## config.mk

```make
export PLATFORM = sky130hd
export DESIGN_NAME = touch_contact_frame_assembler
export DESIGN_NICKNAME = d
export VERILOG_FILES = /design/src/hdl/tcfa_pkg.sv /design/src/hdl/tcfa_ctrl.sv /design/src/hdl/tcfa_datapath.sv /design/src/hdl/touch_contact_frame_assembler.sv
export VERILOG_INCLUDE_DIRS = /design/src /design/src/hdl
export SDC_FILE = /design/constraint.sdc
export NUM_CORES = 2
export LEC_CHECK = 0
export BUFFER_PORTS_ARGS = -buffer_cell sky130_fd_sc_hd__clkbuf_2
export CAP_MARGIN = 20
export CORE_MARGIN = 2
export CORE_UTILIZATION = 40
export DETAILED_ROUTE_END_ITERATION = 7
export PLACE_DENSITY = 0.53
export SETUP_SLACK_MARGIN = 0.05
export SYNTH_ARGS = -nofsm -noshare
export SYNTH_HDL_FRONTEND = slang
export SYNTH_SLANG_ARGS = --single-unit
```

## constraint.sdc

```tcl
create_clock -name clk_i -period 16.3 [get_ports clk_i]
set_input_delay 3.26 -clock clk_i [delete_from_list [all_inputs] [get_ports clk_i]]
set_output_delay 3.26 -clock clk_i [all_outputs]
set_load 0.02 [all_outputs]
```

## src/hdl/touch_contact_frame_assembler_macros.svh

```systemverilog
// Assertion macros used by the touch contact frame assembler datapath.
`ifndef TOUCH_CONTACT_FRAME_ASSEMBLER_MACROS_SVH
`define TOUCH_CONTACT_FRAME_ASSEMBLER_MACROS_SVH

// The consequent must hold in the same cycle as the antecedent.
`define TCFA_ASSERT_SAME(label, clk, rst_n, ante, cons, msg) \
  label: assert property (@(posedge clk) disable iff (!rst_n) (ante) |-> (cons)) \
    else $error(msg);

// The consequent must hold in the cycle after the antecedent.
`define TCFA_ASSERT_NEXT(label, clk, rst_n, ante, cons, msg) \
  label: assert property (@(posedge clk) disable iff (!rst_n) (ante) |=> (cons)) \
    else $error(msg);

`endif

```

## src/hdl/tcfa_pkg.sv

```systemverilog
// Types and constants shared by the touch contact frame assembler modules.
`timescale 1ns / 1ps

package tcfa_pkg;

  localparam int unsigned MaxContacts = 8;
  localparam int unsigned CntW        = $clog2(MaxContacts + 1);
  localparam int unsigned IdxW        = (MaxContacts > 1) ? $clog2(MaxContacts) : 1;

  typedef enum logic [1:0] {
    KIND_HEADER  = 2'd0,
    KIND_CONTACT = 2'd1,
    KIND_END     = 2'd2
  } kind_e;

  typedef enum logic [1:0] {
    STATUS_OK            = 2'd0,
    STATUS_MISMATCH_WARN = 2'd1,
    STATUS_MISMATCH_ERR  = 2'd2,
    STATUS_OVERFLOW      = 2'd3
  } status_e;

  typedef enum logic [1:0] {
    ST_IDLE = 2'd0,
    ST_SCAN = 2'd1,
    ST_EMIT = 2'd2
  } state_e;

  typedef struct packed {
    kind_e              kind;
    logic [7:0]         contact_count;
    logic [7:0]         contact_id;
    logic [7:0]         collection_link;
    logic               is_touch;
    logic               confidence;
    logic [15:0]        logical_x;
    logic [15:0]        logical_y;
    logic signed [31:0] physical_x;
    logic signed [31:0] physical_y;
  } in_item_t;

  typedef struct packed {
    logic               has_contact;
    logic [7:0]         out_contact_id;
    logic [7:0]         out_link;
    logic               out_is_touch;
    logic               out_confidence;
    logic [15:0]        out_logical_x;
    logic [15:0]        out_logical_y;
    logic signed [31:0] out_physical_x;
    logic signed [31:0] out_physical_y;
    status_e            frame_status;
    logic               last_of_frame;
  } out_item_t;

  typedef struct packed {
    logic [7:0]         id;
    logic [7:0]         link;
    logic               touch;
    logic               conf;
    logic [15:0]        lx;
    logic [15:0]        ly;
    logic signed [31:0] px;
    logic signed [31:0] py;
  } buf_entry_t;

  typedef struct packed {
    logic [7:0]  id;
    logic [15:0] lx;
    logic [15:0] ly;
  } prev_entry_t;

  // Commands from the controller to the datapath.
  typedef struct packed {
    logic take;
    logic scan;
    logic emit;
  } ctl_cmd_t;

  // Status from the datapath to the controller.
  typedef struct packed {
    logic finish_now;
    logic scan_last;
    logic emit_last;
    logic out_free;
  } dp_sts_t;

endpackage

```

## src/hdl/tcfa_ctrl.sv

```systemverilog
// Controller state machine of the touch contact frame assembler.
`timescale 1ns / 1ps

module tcfa_ctrl (
  input  logic               clk_i,
  input  logic               rst_ni,
  input  logic               in_valid_i,
  input  tcfa_pkg::dp_sts_t  sts_i,
  output logic               in_ready_o,
  output tcfa_pkg::ctl_cmd_t cmd_o
);

  tcfa_pkg::state_e state_q, state_d;

  always_ff @(posedge clk_i or negedge rst_ni) begin
    if (!rst_ni) begin
      state_q <= tcfa_pkg::ST_IDLE;
    end else begin
      state_q <= state_d;
    end
  end

  always_comb begin
    state_d = state_q;
    unique case (state_q)
      tcfa_pkg::ST_IDLE: begin
        if (in_valid_i && sts_i.finish_now) begin
          state_d = tcfa_pkg::ST_SCAN;
        end
      end
      tcfa_pkg::ST_SCAN: begin
        if (sts_i.scan_last) begin
          state_d = tcfa_pkg::ST_EMIT;
        end
      end
      tcfa_pkg::ST_EMIT: begin
        if (sts_i.out_free && sts_i.emit_last) begin
          state_d = tcfa_pkg::ST_IDLE;
        end
      end
      default: begin
        state_d = tcfa_pkg::ST_IDLE;
      end
    endcase
  end

  always_comb begin
    in_ready_o = 1'b0;
    cmd_o      = '0;
    unique case (state_q)
      tcfa_pkg::ST_IDLE: begin
        in_ready_o = 1'b1;
        cmd_o.take = in_valid_i;
      end
      tcfa_pkg::ST_SCAN: begin
        cmd_o.scan = 1'b1;
      end
      tcfa_pkg::ST_EMIT: begin
        cmd_o.emit = sts_i.out_free;
      end
      default: begin
        in_ready_o = 1'b0;
      end
    endcase
  end

endmodule

```

## src/hdl/tcfa_datapath.sv

```systemverilog
// Datapath of the touch contact frame assembler: frame state, buffers and output register.
`timescale 1ns / 1ps
`include "touch_contact_frame_assembler_macros.svh"

module tcfa_datapath (
  input  logic               clk_i,
  input  logic               rst_ni,
  input  tcfa_pkg::in_item_t in_data_i,
  input  logic               cfg_we_i,
  input  logic               cfg_wdata_i,
  input  logic               out_ready_i,
  input  tcfa_pkg::ctl_cmd_t cmd_i,
  output tcfa_pkg::dp_sts_t  sts_o,
  output logic               out_valid_o,
  output tcfa_pkg::out_item_t out_data_o
);

  localparam logic [tcfa_pkg::CntW-1:0] Full = tcfa_pkg::CntW'(tcfa_pkg::MaxContacts);

  logic                      strict_q;
  logic [7:0]                expected_q, expected_d;
  logic                      ignore_q, ignore_d;
  logic [tcfa_pkg::CntW-1:0] buffered_q, buffered_d;
  logic                      overflowed_q, overflowed_d;
  logic [tcfa_pkg::CntW-1:0] prev_count_q, prev_count_d;
  logic [tcfa_pkg::CntW-1:0] idx_q, idx_d;
  logic [tcfa_pkg::CntW-1:0] keep_q, keep_d;
  logic                      out_valid_q, out_valid_d;
  tcfa_pkg::out_item_t       out_data_q, out_data_d;

  tcfa_pkg::buf_entry_t      buf_q [tcfa_pkg::MaxContacts];
  tcfa_pkg::prev_entry_t     prev_q [tcfa_pkg::MaxContacts];

  logic                      buf_we;
  logic [tcfa_pkg::IdxW-1:0] buf_waddr;
  tcfa_pkg::buf_entry_t      buf_wdata;
  logic                      prev_we;

  tcfa_pkg::buf_entry_t      cur;
  logic                      seen;
  logic                      keep_it;
  logic                      frame_open;
  logic                      finish_now;
  logic [tcfa_pkg::CntW-1:0] idx_inc;
  tcfa_pkg::status_e         status;
  tcfa_pkg::buf_entry_t      in_entry;

  assign cur        = buf_q[idx_q[tcfa_pkg::IdxW-1:0]];
  assign idx_inc    = idx_q + 1'b1;
  assign frame_open = (expected_q != 8'd0);

  assign in_entry.id    = in_data_i.contact_id;
  assign in_entry.link  = in_data_i.collection_link;
  assign in_entry.touch = in_data_i.is_touch;
  assign in_entry.conf  = in_data_i.confidence;
  assign in_entry.lx    = in_data_i.logical_x;
  assign in_entry.ly    = in_data_i.logical_y;
  assign in_entry.px    = in_data_i.physical_x;
  assign in_entry.py    = in_data_i.physical_y;

  // An end of report closes the frame once enough contacts are buffered or some were lost.
  assign finish_now = (in_data_i.kind == tcfa_pkg::KIND_END) && !ignore_q && frame_open &&
                      ((8'(buffered_q) >= expected_q) || overflowed_q);

  // Match against the previous frame, which stays untouched until the emit phase.
  always_comb begin
    seen = 1'b0;
    for (int j = 0; j < tcfa_pkg::MaxContacts; j++) begin
      if ((tcfa_pkg::CntW'(j) < prev_count_q) && (prev_q[j].id == cur.id) &&
          (prev_q[j].lx == cur.lx) && (prev_q[j].ly == cur.ly)) begin
        seen = 1'b1;
      end
    end
  end

  assign keep_it = cur.touch || seen;

  always_comb begin
    if (overflowed_q) begin
      status = tcfa_pkg::STATUS_OVERFLOW;
    end else if (8'(keep_q) != expected_q) begin
      status = strict_q ? tcfa_pkg::STATUS_MISMATCH_ERR : tcfa_pkg::STATUS_MISMATCH_WARN;
    end else begin
      status = tcfa_pkg::STATUS_OK;
    end
  end

  assign sts_o.finish_now = finish_now;
  assign sts_o.scan_last  = (idx_inc == buffered_q);
  assign sts_o.emit_last  = (keep_q == '0) || (idx_inc == keep_q);
  assign sts_o.out_free   = !out_valid_q || out_ready_i;

  always_comb begin
    expected_d   = expected_q;
    ignore_d     = ignore_q;
    buffered_d   = buffered_q;
    overflowed_d = overflowed_q;
    prev_count_d = prev_count_q;
    idx_d        = idx_q;
    keep_d       = keep_q;
    out_valid_d  = out_valid_q && !out_ready_i;
    out_data_d   = out_data_q;
    buf_we       = 1'b0;
    buf_waddr    = buffered_q[tcfa_pkg::IdxW-1:0];
    buf_wdata    = in_entry;
    prev_we      = 1'b0;

    if (cmd_i.take) begin
      case (in_data_i.kind)
        tcfa_pkg::KIND_HEADER: begin
          ignore_d = 1'b0;
          if (!frame_open) begin
            if (in_data_i.contact_count == 8'd0) begin
              ignore_d = 1'b1;
            end else begin
              expected_d = in_data_i.contact_count;
            end
          end
        end
        tcfa_pkg::KIND_CONTACT: begin
          if (!ignore_q && frame_open) begin
            if (buffered_q >= Full) begin
              overflowed_d = 1'b1;
            end else begin
              buf_we     = 1'b1;
              buffered_d = buffered_q + 1'b1;
            end
          end
        end
        tcfa_pkg::KIND_END: begin
          if (ignore_q) begin
            ignore_d = 1'b0;
          end else if (finish_now) begin
            idx_d  = '0;
            keep_d = '0;
          end
        end
        default: begin
          ignore_d = ignore_q;
        end
      endcase
    end

    // Compaction in place: the survivor count never runs ahead of the scan index.
    if (cmd_i.scan) begin
      idx_d = sts_o.scan_last ? '0 : idx_inc;
      if (keep_it) begin
        buf_we    = 1'b1;
        buf_waddr = keep_q[tcfa_pkg::IdxW-1:0];
        buf_wdata = cur;
        keep_d    = keep_q + 1'b1;
      end
    end

    if (cmd_i.emit) begin
      out_valid_d = 1'b1;
      out_data_d  = '0;
      out_data_d.frame_status  = status;
      out_data_d.last_of_frame = sts_o.emit_last;
      if (keep_q != '0) begin
        prev_we = 1'b1;
        out_data_d.has_contact    = 1'b1;
        out_data_d.out_contact_id = cur.id;
        out_data_d.out_link       = cur.link;
        out_data_d.out_is_touch   = cur.touch;
        out_data_d.out_confidence = cur.conf;
        out_data_d.out_logical_x  = cur.lx;
        out_data_d.out_logical_y  = cur.ly;
        out_data_d.out_physical_x = cur.px;
        out_data_d.out_physical_y = cur.py;
      end
      idx_d = idx_inc;
      if (sts_o.emit_last) begin
        prev_count_d = keep_q;
        expected_d   = 8'd0;
        buffered_d   = '0;
        overflowed_d = 1'b0;
        ignore_d     = 1'b0;
        idx_d        = '0;
        keep_d       = '0;
      end
    end
  end

  always_ff @(posedge clk_i or negedge rst_ni) begin
    if (!rst_ni) begin
      strict_q     <= 1'b0;
      expected_q   <= 8'd0;
      ignore_q     <= 1'b0;
      buffered_q   <= '0;
      overflowed_q <= 1'b0;
      prev_count_q <= '0;
      idx_q        <= '0;
      keep_q       <= '0;
      out_valid_q  <= 1'b0;
    end else begin
      if (cfg_we_i) begin
        strict_q <= cfg_wdata_i;
      end
      expected_q   <= expected_d;
      ignore_q     <= ignore_d;
      buffered_q   <= buffered_d;
      overflowed_q <= overflowed_d;
      prev_count_q <= prev_count_d;
      idx_q        <= idx_d;
      keep_q       <= keep_d;
      out_valid_q  <= out_valid_d;
    end
  end

  always_ff @(posedge clk_i) begin
    out_data_q <= out_data_d;
    if (buf_we) begin
      buf_q[buf_waddr] <= buf_wdata;
    end
    if (prev_we) begin
      prev_q[idx_q[tcfa_pkg::IdxW-1:0]] <= '{id: cur.id, lx: cur.lx, ly: cur.ly};
    end
  end

  assign out_valid_o = out_valid_q;
  assign out_data_o  = out_data_q;

  `TCFA_ASSERT_SAME(a_emit_only_when_free, clk_i, rst_ni, cmd_i.emit,
                    !out_valid_q || out_ready_i, "result loaded over an untaken result")
  `TCFA_ASSERT_SAME(a_keep_within_buffer, clk_i, rst_ni, 1'b1,
                    keep_q <= buffered_q, "survivor count exceeds buffered count")
  `TCFA_ASSERT_NEXT(a_frame_closes, clk_i, rst_ni, cmd_i.emit && sts_o.emit_last,
                    buffered_q == '0 && expected_q == 8'd0 && !overflowed_q,
                    "frame state not cleared after last result")
  `TCFA_ASSERT_NEXT(a_full_sets_overflow, clk_i, rst_ni,
                    cmd_i.take && in_data_i.kind == tcfa_pkg::KIND_CONTACT && !ignore_q &&
                    frame_open && buffered_q == Full,
                    overflowed_q, "contact into full buffer did not flag overflow")

endmodule

```

## src/hdl/touch_contact_frame_assembler.sv

```systemverilog
// Touch contact frame assembler top level: controller and datapath.
`timescale 1ns / 1ps

// Collects touchpad contacts from header, contact and end-of-report transactions into
// frames and emits each frame's surviving contacts, or one empty marker, on the output
// channel. Header, contact and non-closing end-of-report transactions are accepted one per
// cycle while the block is idle. An end of report that closes a frame blocks further input
// until the frame has been scanned and emitted, including any output stalls: the contact
// buffer is walked one entry per cycle, first to match each entry against the previous
// frame and compact the survivors, then, while the output register is free, to emit them
// through the single output register. The user must write the strict_mode register through
// cfg_we_i only while the block is idle; the block itself does not enforce this.
module touch_contact_frame_assembler (
  input  logic                 clk_i,
  input  logic                 rst_ni,
  input  logic                 in_valid_i,
  output logic                 in_ready_o,
  input  tcfa_pkg::in_item_t   in_data_i,
  output logic                 out_valid_o,
  input  logic                 out_ready_i,
  output tcfa_pkg::out_item_t  out_data_o,
  input  logic                 cfg_we_i,
  input  logic                 cfg_wdata_i
);

  tcfa_pkg::ctl_cmd_t cmd;
  tcfa_pkg::dp_sts_t  sts;

  tcfa_ctrl u_ctrl (
    .clk_i      (clk_i),
    .rst_ni     (rst_ni),
    .in_valid_i (in_valid_i),
    .sts_i      (sts),
    .in_ready_o (in_ready_o),
    .cmd_o      (cmd)
  );

  tcfa_datapath u_datapath (
    .clk_i       (clk_i),
    .rst_ni      (rst_ni),
    .in_data_i   (in_data_i),
    .cfg_we_i    (cfg_we_i),
    .cfg_wdata_i (cfg_wdata_i),
    .out_ready_i (out_ready_i),
    .cmd_i       (cmd),
    .sts_o       (sts),
    .out_valid_o (out_valid_o),
    .out_data_o  (out_data_o)
  );

endmodule

```

# --- Word level (Yosys, flattened, before mapping) ---
# Memories as Yosys holds them, arrays and structs flattened.
# Index checks and enable logic that the tools add are counted.
op_classes:
  mux: 76
  n_addsub: 3
  n_mul: 0
  div_mod_pow: 0
  bitwise_logic: 0
  n_reduce_logical: 50
  magnitude_cmp: 10
  n_shift: 0
  n_eq_ne: 35
ops:
  columns: ["cell", "n"]
  rows:
  - ["$eq 16x16->1", 16]
  - ["$mux 114", 2]
  - ["$mux 115", 1]
  - ["$mux 4", 22]
  - ["$eq 8x8->1", 8]
  - ["$mux 8", 6]
  - ["$mux 1", 36]
  - ["$logic_and 1x1->1", 31]
  - ["$lt 3x4->1 const A", 4]
  - ["$add 4x1->4 const B", 3]
  - ["$mux 2", 5]
  - ["$reduce_bool 3->1", 3]
  - ["$eq 4x4->1", 2]
  - ["$ge 4x8->1", 1]
  - ["$logic_not 8->1", 1]
  - ["$lt 1x4->1 const A", 2]
  - ["$lt 2x4->1 const A", 2]
  - ["$ne 4x8->1", 1]
  - ["$reduce_bool 8->1", 1]
  - ["$mux 3", 2]
  - ["$ne 2x1->1 const B", 3]
  - ["$pmux 2 s3", 1]
  - ["$eq 2x1->1 const B", 2]
  - ["$eq 2x2->1 const B", 2]
  - ["11 further kinds", 17]
word_totals:
  input_bits: 130
  output_inout_bits: 120
  latchBits: 0
  mem_bits_ro: 0
  register_bits: 148
  mem_bits_rw: 1232
  n_memories: 2
memory_table:
  columns: ["name", "depth", "width", "read_ports", "rd_clocked_by_memory_dff", "write_ports", "line", "source"]
  rows:
  - ["u_datapath.buf_q", 8, 114, 1, 0, 1, "tcfa_datapath.sv:31", "tcfa_pkg::buf_entry_t buf_q [tcfa_pkg::MaxContacts];"]
  - ["u_datapath.prev_q", 8, 40, 8, 0, 1, "tcfa_datapath.sv:32", "tcfa_pkg::prev_entry_t prev_q [tcfa_pkg::MaxContacts];"]

# --- Longest topological paths before layout ---
# An unclocked memory read counts as a cell.
logic_depth:
  depth_word: 18
  mapped_depth: 20

# --- Cells and area by module ---
# A second synthesis with hierarchy kept.
hier_totals:
  cells_unflattened: 3331
  hier_area_um2: 55261.8
by_module_without_submodules:
  columns: ["module", "cells_each", "n_inst", "area_each_um2"]
  rows:
  - ["tcfa_datapath", 3320, 1, 55151.6]
  - ["tcfa_ctrl", 11, 1, 110.1]

# --- Worst setup path after synthesis ---
# No wires, ideal clock.
synth_timing:
  path_type: "input to register"
  startpoint: "in in_valid_i"
  endpoint: "mem u_datapath.buf_q[0][0] (netlist name) (enable)"
  slack_ns: 2.843
  stages: 5
  t_arrival_ns: 12.697
  setup_time_ns: 0.760
  n_path_buf: 0
  path_cell_list: "nand2_1 nor4b_1 nor2b_1 nand2_1 o32ai_1"
synth_between:
  elab_chain_len: 6
synth_lines:
  columns: ["item", "line", "source"]
  rows:
  - ["start, declared", "touch_contact_frame_assembler.sv:16", "input logic in_valid_i,"]
  - ["$mux 1 (*)", "tcfa_ctrl.sv:50", "unique case (state_q)"]
  - ["$mux 1 (*)", "tcfa_datapath.sv:108", "if (cmd_i.take) begin"]
  - ["$mux 1", "tcfa_datapath.sv:147", "if (keep_it) begin"]
  - ["$mux 1 (*)", "tcfa_datapath.sv:145", "if (cmd_i.scan) begin"]
  - ["$mux 1 (*)", "tcfa_datapath.sv:213", "if (buf_we) begin"]
  - ["$mux 1 (not written as such) (*)", "tcfa_datapath.sv:214", "buf_q[buf_waddr] <= buf_wdata;"]
  - ["end, declared", "tcfa_datapath.sv:31", null]
# Every way passes the cells marked *; elsewhere a longest branch is shown, timed or not.

==> key figures <==
Status
  – Outcome: finished, final reports clean

Final layout
  – Most common cell after layout, fill and taps aside: edfxtp_1
  – Layout net count: 3634
  – Area Overhead vs Synth: 15.3%
  – Post-route cell area: 63400 sq um
  – Share of cells above drive strength 1: 22.8%
  – Commonest non-fill, non-tap cells in the layout: 1350 x edfxtp_1, 249 x clkbuf_2, 213 x mux2_2

Timing
  – Max Slew Vio Count: 0
  – Relative slew slack: 25.2%
  – Final TNS setup: 0 ns
  – Worst Skew: 0.0591 ns
  – Worst hold slack: 0.501 ns
  – Final Hold Vio Count: 0
  – Fmax: 131 MHz
  – Worst-margin pin slew: 1.12 ns
  – RSZ-0062 raised after global routing: no
  – Tmin final: 7.63 ns
  – Final period utilization: 46.8%
  – Final setup violating endpoints: 0

Route
  – Drt pass-1 iters: 5
  – Vias: 30200
  – Final ANT Viol Nets: 0
  – Post-detailed-routing wire length: 151000 um
  – Via-per-instance ratio: 5.58
  – Wire per inst: 28.0 um
  – Drt drc: 0
  – DR iter-0 viols: 2936

Synthesis
  – Post-synthesis register bit count: 1380
  – Syn_area_per_cell: 17.3 sq um
  – Share of the synthesized area in the top cell type: 73.7%
  – Top cells by area, synth: edfxtp_1 74%, mux2_2 4.4%, xnor2_1 2.5%
  – Dominant cell type by area after synthesis: edfxtp_1
  – Post-synth EDFFs: 1350
  – Yosys cell types: 71
  – Main synth FF type: edfxtp_1
  – Sequential area share after synthesis: 75.1%
  – Share of flip-flops with an asynchronous set or reset: 2.17%
  – Yosys Warn Count: 0
  – Synthesized instance count: 3179
  – Cell Area, Synth: 55000 sq um
  – Mapped Nets: 3318

Job
  – Max_cap viols: 0

Worst setup path
  – Critical path buffers and inverters: 4
  – Critical R2R Launch: u_datapath.idx_q[0]
  – Delay-heaviest family, CP: buffers and inverters
  – Crit end category: flip-flop
  – CP Data Required Time: 16.67 ns
  – Most frequent CP cell: buf_4
  – Reg2Reg Depth: 14
  – Reg-to-reg endpoint: u_datapath.buf_q[6][80]
  – CP max stage delay: 0.97 ns
  – Cell Chain, Critical Path: buf_12 -> mux2_2 -> o22ai_1 -> nor2_2 -> buf_4 -> xor2_1 -> nor4_1 -> nand4_1 -> nor4_1 -> or3_1 -> o211ai_1 -> o32ai_4 -> buf_4 -> buf_4
  – Setup CP Type: reg2reg
  – Crit-path max FO: 145
  – WP depth: 14
  – Startpoint Class: flip-flop
  – R2r setup slk: 8.67 ns
  – Setup crit start: u_datapath.idx_q[0]
  – CP arrival: 8.01 ns
  – Crit path to: u_datapath.buf_q[6][80]
  – CP max-delay cell: dfrtp_4

Clocking
  – CTS root buf: clkbuf_16
  – Clk buf depth: 3
  – CTS resizes: 0
  – H-tree levels: 4
  – Post-CTS setup repair buffer count: 0
  – CTS Buf Count: 149
  – CTS tree: yes
  – Reg clk slew, reported paths: 0.06 ns
  – Sink Count: 1380
  – Clk Latency, worst-skew pair: 0.80 ns
  – Hold-fix buffers at CTS: 0

Pwr
  – Pwr dens: 192 nW/um^2
  – Sw Ratio: 36.1%
  – Leakage: 20.8 nW
  – Internal power: 0.00776 W
  – NetSw: 0.00438 W
  – Clock power frac: 27.4%
  – Gate power share: 33.6%
  – Peak supply drop: 0.109 mV
  – Sequential power share: 39.0%

Die
  – Rows: 136
  – Full die area: 140000 sq um
  – Die W: 375 um
  – Starting utilization of the core area: 40.1%
  – Die height: 375 um
  – Core region area: 137000 sq um
  – Io pins: 250

Global route
  – Initial antenna violation count: 10
  – Aggregate global routing overflow: 0
  – First-pass GRT wire length: 217000 um
  – Vias in the first global route: 29700
  – Largest net degree at the start of global routing: 146
  – Tot GR Track Use: 21.4%

Hold path
  – Worst hold path depth: 2
  – Worst Hold Class: reg2reg

Place
  – Post-DP Area: 58500 sq um
  – Gp weighted congestion: 0.809
  – Half-perimeter wire length after placement: 86800 um
  – Buffers on Ports: 249
## flip-flops by register name, summed over array words and instances (netlist names)
| register | count |
|---|---|
| u_ctrl.state_q | 2 |
| u_datapath.overflowed_q | 1 |
| u_datapath.strict_q | 1 |
| u_datapath.buf_q | 912 |
| u_datapath.out_data_o | 118 |
| u_datapath.idx_q | 4 |
| u_datapath.buffered_q | 4 |
| u_datapath.expected_q | 8 |
| u_datapath.prev_q | 320 |
| u_datapath.prev_count_q | 4 |
| u_datapath.out_valid_o | 1 |
| u_datapath.ignore_q | 1 |
| u_datapath.keep_q | 4 |
## worst min path at each step
stage	from	end
3_5_place_dp	u_datapath.expected_q[7]	u_datapath.expected_q[7]
2_1_floorplan	u_datapath.expected_q[4]	u_datapath.expected_q[4]
5_1_grt	u_datapath.expected_q[6]	u_datapath.expected_q[6]
4_1_cts	u_datapath.expected_q[7]	u_datapath.expected_q[7]
6_report	u_datapath.expected_q[6]	u_datapath.expected_q[6]
3_3_place_gp	u_datapath.expected_q[6]	u_datapath.expected_q[6]
## final cells by class
class	count	area (sq um)
inverter	48	180
clock inverter	75	820
sequential	1380	41300
tap	1794	2240
timing repair buffer	320	1900
clock buffer	200	3970
fill	11700	73600
multi-input combinational	1596	13000
antenna	3	7.51
## logic make-up after synthesis
family / share of synthesized area [%]
AND/OR/NAND/NOR: 5.16
AO/OA/AOI/OAI: 6.36
flip-flops: 75.1
buffers and inverters: 1.73
adder cells (fa/ha/maj): 0.205
XOR/XNOR: 4.21
multiplexers: 7.24
## synth_stat cells (20+ instances only)
| cell type | count |
|---|---|
| edfxtp_1 | 1350 |
| mux2_2 | 213 |
| a22oi_1 | 157 |
| xnor2_1 | 154 |
| xor2_1 | 110 |
| mux2i_1 | 83 |
| nor2_1 | 78 |
| clkbuf_1 | 73 |
| and2_1 | 63 |
| nand4_1 | 61 |
| o22ai_1 | 56 |
| nor3_1 | 55 |
| o21ai_0 | 55 |
| nor4_1 | 51 |
| inv_1 | 45 |
| nand3_1 | 45 |
| a21oi_1 | 43 |
| a221oi_1 | 37 |
| nand2_1 | 35 |
| buf_2 | 30 |
| dfrtp_1 | 30 |
| or3_1 | 27 |
| a22o_1 | 25 |
| buf_1 | 24 |
| a31oi_1 | 23 |
| mux4_2 | 20 |
## stage by stage
stage | total power (W) | setup slack [ns] | instances | utilization, %
after floorplan | 0.00732 | 2.84 | 3179 | -
after global placement | 0.00890 | 8.59 | 5133 | 42.7
after detailed placement | 0.00890 | 8.63 | 5134 | 42.7
after CTS | 0.0122 | 8.56 | 5409 | 46.2
after global routing | 0.0127 | 8.18 | 5413 | 46.3
final | 0.0121 | 8.67 | 5416 | 46.3
## routing by layer
metal	vias to the layer above	share of wire, %	track usage (%)
met1	15600	44	30.3
met3	225	6.5	4.49
met2	1015	47	33.2
met5	-	0.059	0
li1	13300	-	-
met4	14	2.4	6.22
## worst register-to-register path, delay by kind of cell, from the launching register on
family	cells	cell delay (ns)
compound gates	3	1.63
flops	1	0.97
buf+inv	4	1.87
mux	1	0.77
simple gates	5	1.74
xor+xnor	1	0.17
## power groups by stage
stage               Combinational (W)  Sequential (W)  Clock, W
CTS                           0.00411         0.00474   0.00339
finish                        0.00408         0.00473   0.00332
global placement              0.00409         0.00480         0
floorplan                     0.00243         0.00489         0
global route                  0.00439         0.00476   0.00352
detailed placement            0.00409         0.00481         0
No activity file was read; power rests on OpenSTA's default activity.
